## config.mk

```make
export PLATFORM = sky130hd
export DESIGN_NAME = teq_ram
export DESIGN_NICKNAME = d
export VERILOG_FILES = /design/src/hw/rtl/typed_event_queue_unit_defines.svh /design/src/hw/rtl/teq_ram.sv
export SDC_FILE = /design/constraint.sdc
export NUM_CORES = 1
export LEC_CHECK = 0
export BUFFER_PORTS_ARGS = -buffer_cell sky130_fd_sc_hd__buf_4
export CORE_ASPECT_RATIO = 1.4
export CORE_MARGIN = 8
export CORE_UTILIZATION = 50
export DETAILED_ROUTE_END_ITERATION = 8
export PLACE_DENSITY = 0.66
export SLEW_MARGIN = 20
export SYNTH_ARGS = -nofsm -noshare
export SYNTH_HDL_FRONTEND = slang
export SYNTH_SLANG_ARGS = --single-unit
```

## constraint.sdc

```tcl
create_clock -name clk -period 3.54 [get_ports clk]
set_input_delay 0.531 -clock clk [delete_from_list [all_inputs] [get_ports clk]]
set_output_delay 0.531 -clock clk [all_outputs]
set_load 0.02 [all_outputs]
```

## src/hw/rtl/typed_event_queue_unit_defines.svh

```systemverilog
// Assertion macros used by the typed event queue unit.
`ifndef TYPED_EVENT_QUEUE_UNIT_DEFINES_SVH
`define TYPED_EVENT_QUEUE_UNIT_DEFINES_SVH
`ifndef ASSERT_OFF
`define TEQ_ASSERT(lbl, clk, rst_n, prop, msg) \
  lbl: assert property (@(posedge clk) disable iff (!rst_n) prop) else $error(msg);
`define TEQ_ASSERT_ALWAYS(lbl, clk, prop, msg) \
  lbl: assert property (@(posedge clk) prop) else $error(msg);
`else
`define TEQ_ASSERT(lbl, clk, rst_n, prop, msg)
`define TEQ_ASSERT_ALWAYS(lbl, clk, prop, msg)
`endif
`endif

```

## src/hw/rtl/teq_ram.sv

```systemverilog
`default_nettype none
module teq_ram #(
  parameter int WIDTH = 8,
  parameter int DEPTH = 16
) (
  input  wire logic                     clk,
  input  wire logic                     we,
  input  wire logic [$clog2(DEPTH)-1:0] waddr,
  input  wire logic [WIDTH-1:0]         wdata,
  input  wire logic                     re,
  input  wire logic [$clog2(DEPTH)-1:0] raddr,
  output logic      [WIDTH-1:0]         rdata
);
  logic [WIDTH-1:0] mem [DEPTH];

  always_ff @(posedge clk) begin
    if (we) begin
      mem[waddr] <= wdata;
    end
    if (re) begin
      rdata <= mem[raddr];
    end
  end
endmodule
`default_nettype wire

```

==> metrics.md <==
| Metric | Value |
|---|---|
| WL/cell | `23.3 microns` |
| Fillcell total | `743` |
| Max-cap violations | `0` |
| Mean Syn Cell Area | `22.8 sq um` |
| CP Class | `input port to flop` |
| CP arrival | `2010 ps` |
| Fmax | `540 MHz` |
| Fraction of the mapped netlist area in adder cells | `0` |
| Die X | `102 microns` |
| # DRC | `0` |
| RSZ-0062 raised after global routing | `false` |
| Sum Neg Setup Slack | `0 ps` |
| Placed wire-length estimate | `6070 microns` |
| Area of the multi-input gates | `0.00106 sq mm` |
| Vias/cell | `5.71` |
| Port bufs | `26` |
| Minimum clock period | `1850 ps` |
| Vias in the first global route | `2,538` |
| Slew @ Worst Pin | `1030 ps` |
| Slowest-stage cell, CP | `mux4_1` |
| Post-Syn Instances | `229` |
| H-tree levels | `4` |
| Multiplexer share of the synthesized area | `0.148` |
| DRT iter0 DRCs | `192` |
| Share of layout cells above drive strength 1 | `0.263` |
| Fin nets | `287` |
| Max IR drop VDD | `0.328 mV` |
| M1 GR Usage | `0.178` |
| Die height | `137 microns` |
| Max transition margin | `0.309` |
| Core area | `0.0103 sq mm` |
| Hold_buf cts | `0` |
| Slowest cell delay on critical path | `670 ps` |
| Most frequent cells after synthesis | `edfxtp_1 (136), mux4_2 (18), a22oi_1 (16)` |
| Clock sinks | `136` |
| Top Ports | `27` |
| Area contributors post-synth | `edfxtp_1 (78%), mux4_2 (7.8%), mux4_1 (7.0%)` |
| Final ANT Viol Nets | `0` |
| Antenna diode count | `0` |
| Root Driver | `clkbuf_16` |
| Router iterations before antenna repair | `4` |
| Synth warn | `0` |
| Post-synth EDFFs | `136` |
| Total global routing overflow | `0` |
| Family with the most delay on the worst path | `multiplexers` |
| Worst Setup End Kind | `flop` |
| Critical Path RT | `3690 ps` |
| Status | `complete, no violations` |
| DR vias | `2,391` |
| Initial antenna violation count | `0` |
| Final Cycle Share | `0.523` |
| Post-cts sizing count | `0` |
| FF+latch area | `0.00408 sq mm` |
| GRT Overall Usage | `0.154` |
| Busiest layer in global routing | `met2` |
| Clk slew on worst S/H paths | `50 ps` |
| Hold crit path type | `input port to flop` |
| Yosys reg bits | `136` |
| DIE AREA | `0.0140 sq mm` |
| Global placer's final weighted congestion | `0.718` |
| Rows | `44` |
| Postcts setup bufs | `0` |
| Synth top area share | `0.781` |
| Drt total wl | `9760 microns` |
| WP buf/inv | `1` |
| Largest family of logic cells by synthesized area | `multiplexers` |
| Simple-gate share of the synthesized area | `0.0314` |
| Compound-Gate Fraction of Synth Area | `0.0230` |
| Leakage | `2.05 nW` |
| CP cell instances | `buf_4, mux4_1, a22oi_1, nand2_1` |
| Largest net degree at the start of global routing | `33` |
| Routing usage on met3 | `0.0428` |
| Worst hold margin | `420 ps` |
| P&R area growth vs syn | `17.8%` |
| Initial Util | `0.508` |
| Sequential share of the synthesized area | `0.781` |
| Yosys cell types | `18` |
| Clk_skew | `6.71 ps` |
| Startpoint Class | `input port` |
| Post-Synth XOR/XNOR Area | `0` |
| Longest Clk Path Bufs | `2` |
| Maximum fanout along the worst path | `32` |
| CTS tree | `done` |
| Setup violators final | `0` |
| Fin. Hold Viols | `0` |
| Most frequent cell after synthesis | `edfxtp_1` |
| Synth Net Count | `248` |
| Grt met2 use | `0.256` |
| Slew Viols, Final | `0` |
| CTS buffer count | `17` |
| Post-synth top flop | `edfxtp_1` |
| Pwr Density | `622 mW/mm^2` |
| Worst skew pair latency | `410 ps` |
| First-pass GRT wire length | `15,000 microns` |
| Post-synth ARST share | `0` |
| Area leader, netlist | `edfxtp_1` |
| Post-synthesis cell area | `0.00523 sq mm` |
## power breakdown
| part | leakage [nW] | internal (W) | switching, W |
|---|---|---|---|
| logic | 0.516 | 0.0000732 | 0.0000992 |
| clock network | 0.297 | 0.00124 | 0.000594 |
| registers | 1.24 | 0.00182 | 0.00000885 |
## worst paths after layout
| kind | from | depth (start not counted) | slack (ps) | endpoint |
|---|---|---|---|---|
| worst min-delay path | wdata[0] | 1 | 420 | mem[1][0] |
| worst min register to register | mem[15][2] | 3 | 740 | rdata[2] |
| worst max-delay path | raddr[0] | 4 | 1690 | rdata[3] |
| worst max register to register | mem[5][3] | 3 | 2090 | rdata[3] |
## worst reg2reg max path, cell delays in order, from the launching register on
cell and delay [ps]:
edfxtp_1 360, mux4_1 550, a22oi_1 220, nand2_1 70
## final cells by class
class / count / area share
clock buffers: 22 / 0.0721
clock inverters: 10 / 0.0284
multi-input cells: 83 / 0.172
flip-flops and latches: 136 / 0.663
well taps: 138 / 0.0280
repair buffers: 30 / 0.0366
## cells by family (layout without fill, tap and decap cells)
logic type | count (synthesis) | in the layout
AO/OA/AOI/OAI | 16 | 16
AND/OR/NAND/NOR | 35 | 35
flip-flops | 136 | 136
multiplexers | 32 | 32
buffers and inverters | 10 | 62
## layout by cell type (no fill, tap or decap), types with 2 or more instances in the layout
cell type  synthesis  final
clkinv_2           0      2
edfxtp_1         136    136
clkbuf_16          0     17
clkbuf_1           0      5
mux4_2            18     18
nor2_1            13     13
a22oi_1           16     16
nand3b_1           2      2
bufinv_16          0      5
clkinv_1           0      2
nor3_1             4      4
buf_4              1     30
nand2_1            9      9
nand2b_1           2      2
mux4_1            14     14
## stage by stage
step / cells / cell area [sq um] / util / setup slack, ps / power (W)
after detailed placement: 387 / 5540 / 0.538 / 1220 / 0.00203
after floorplan: 229 / 5230 / - / 1520 / 0.00196
after CTS: 419 / 6160 / 0.598 / 1650 / 0.00386
after global routing: 419 / 6160 / 0.598 / 1540 / 0.00393
final: 419 / 6160 / 0.598 / 1690 / 0.00383
after global placement: 387 / 5540 / 0.538 / 1240 / 0.00203
## layer usage
layer	up-vias	routed length, microns
met1	1237	3920
met2	82	5150
met5	-	0
met4	0	238
li1	1056	-
met3	16	450
## sequential cells by signal, indices dropped and copies added (netlist names)
| name | count |
|---|---|
| mem | 128 |
| rdata | 8 |
Power figures use the tool's default switching activity.
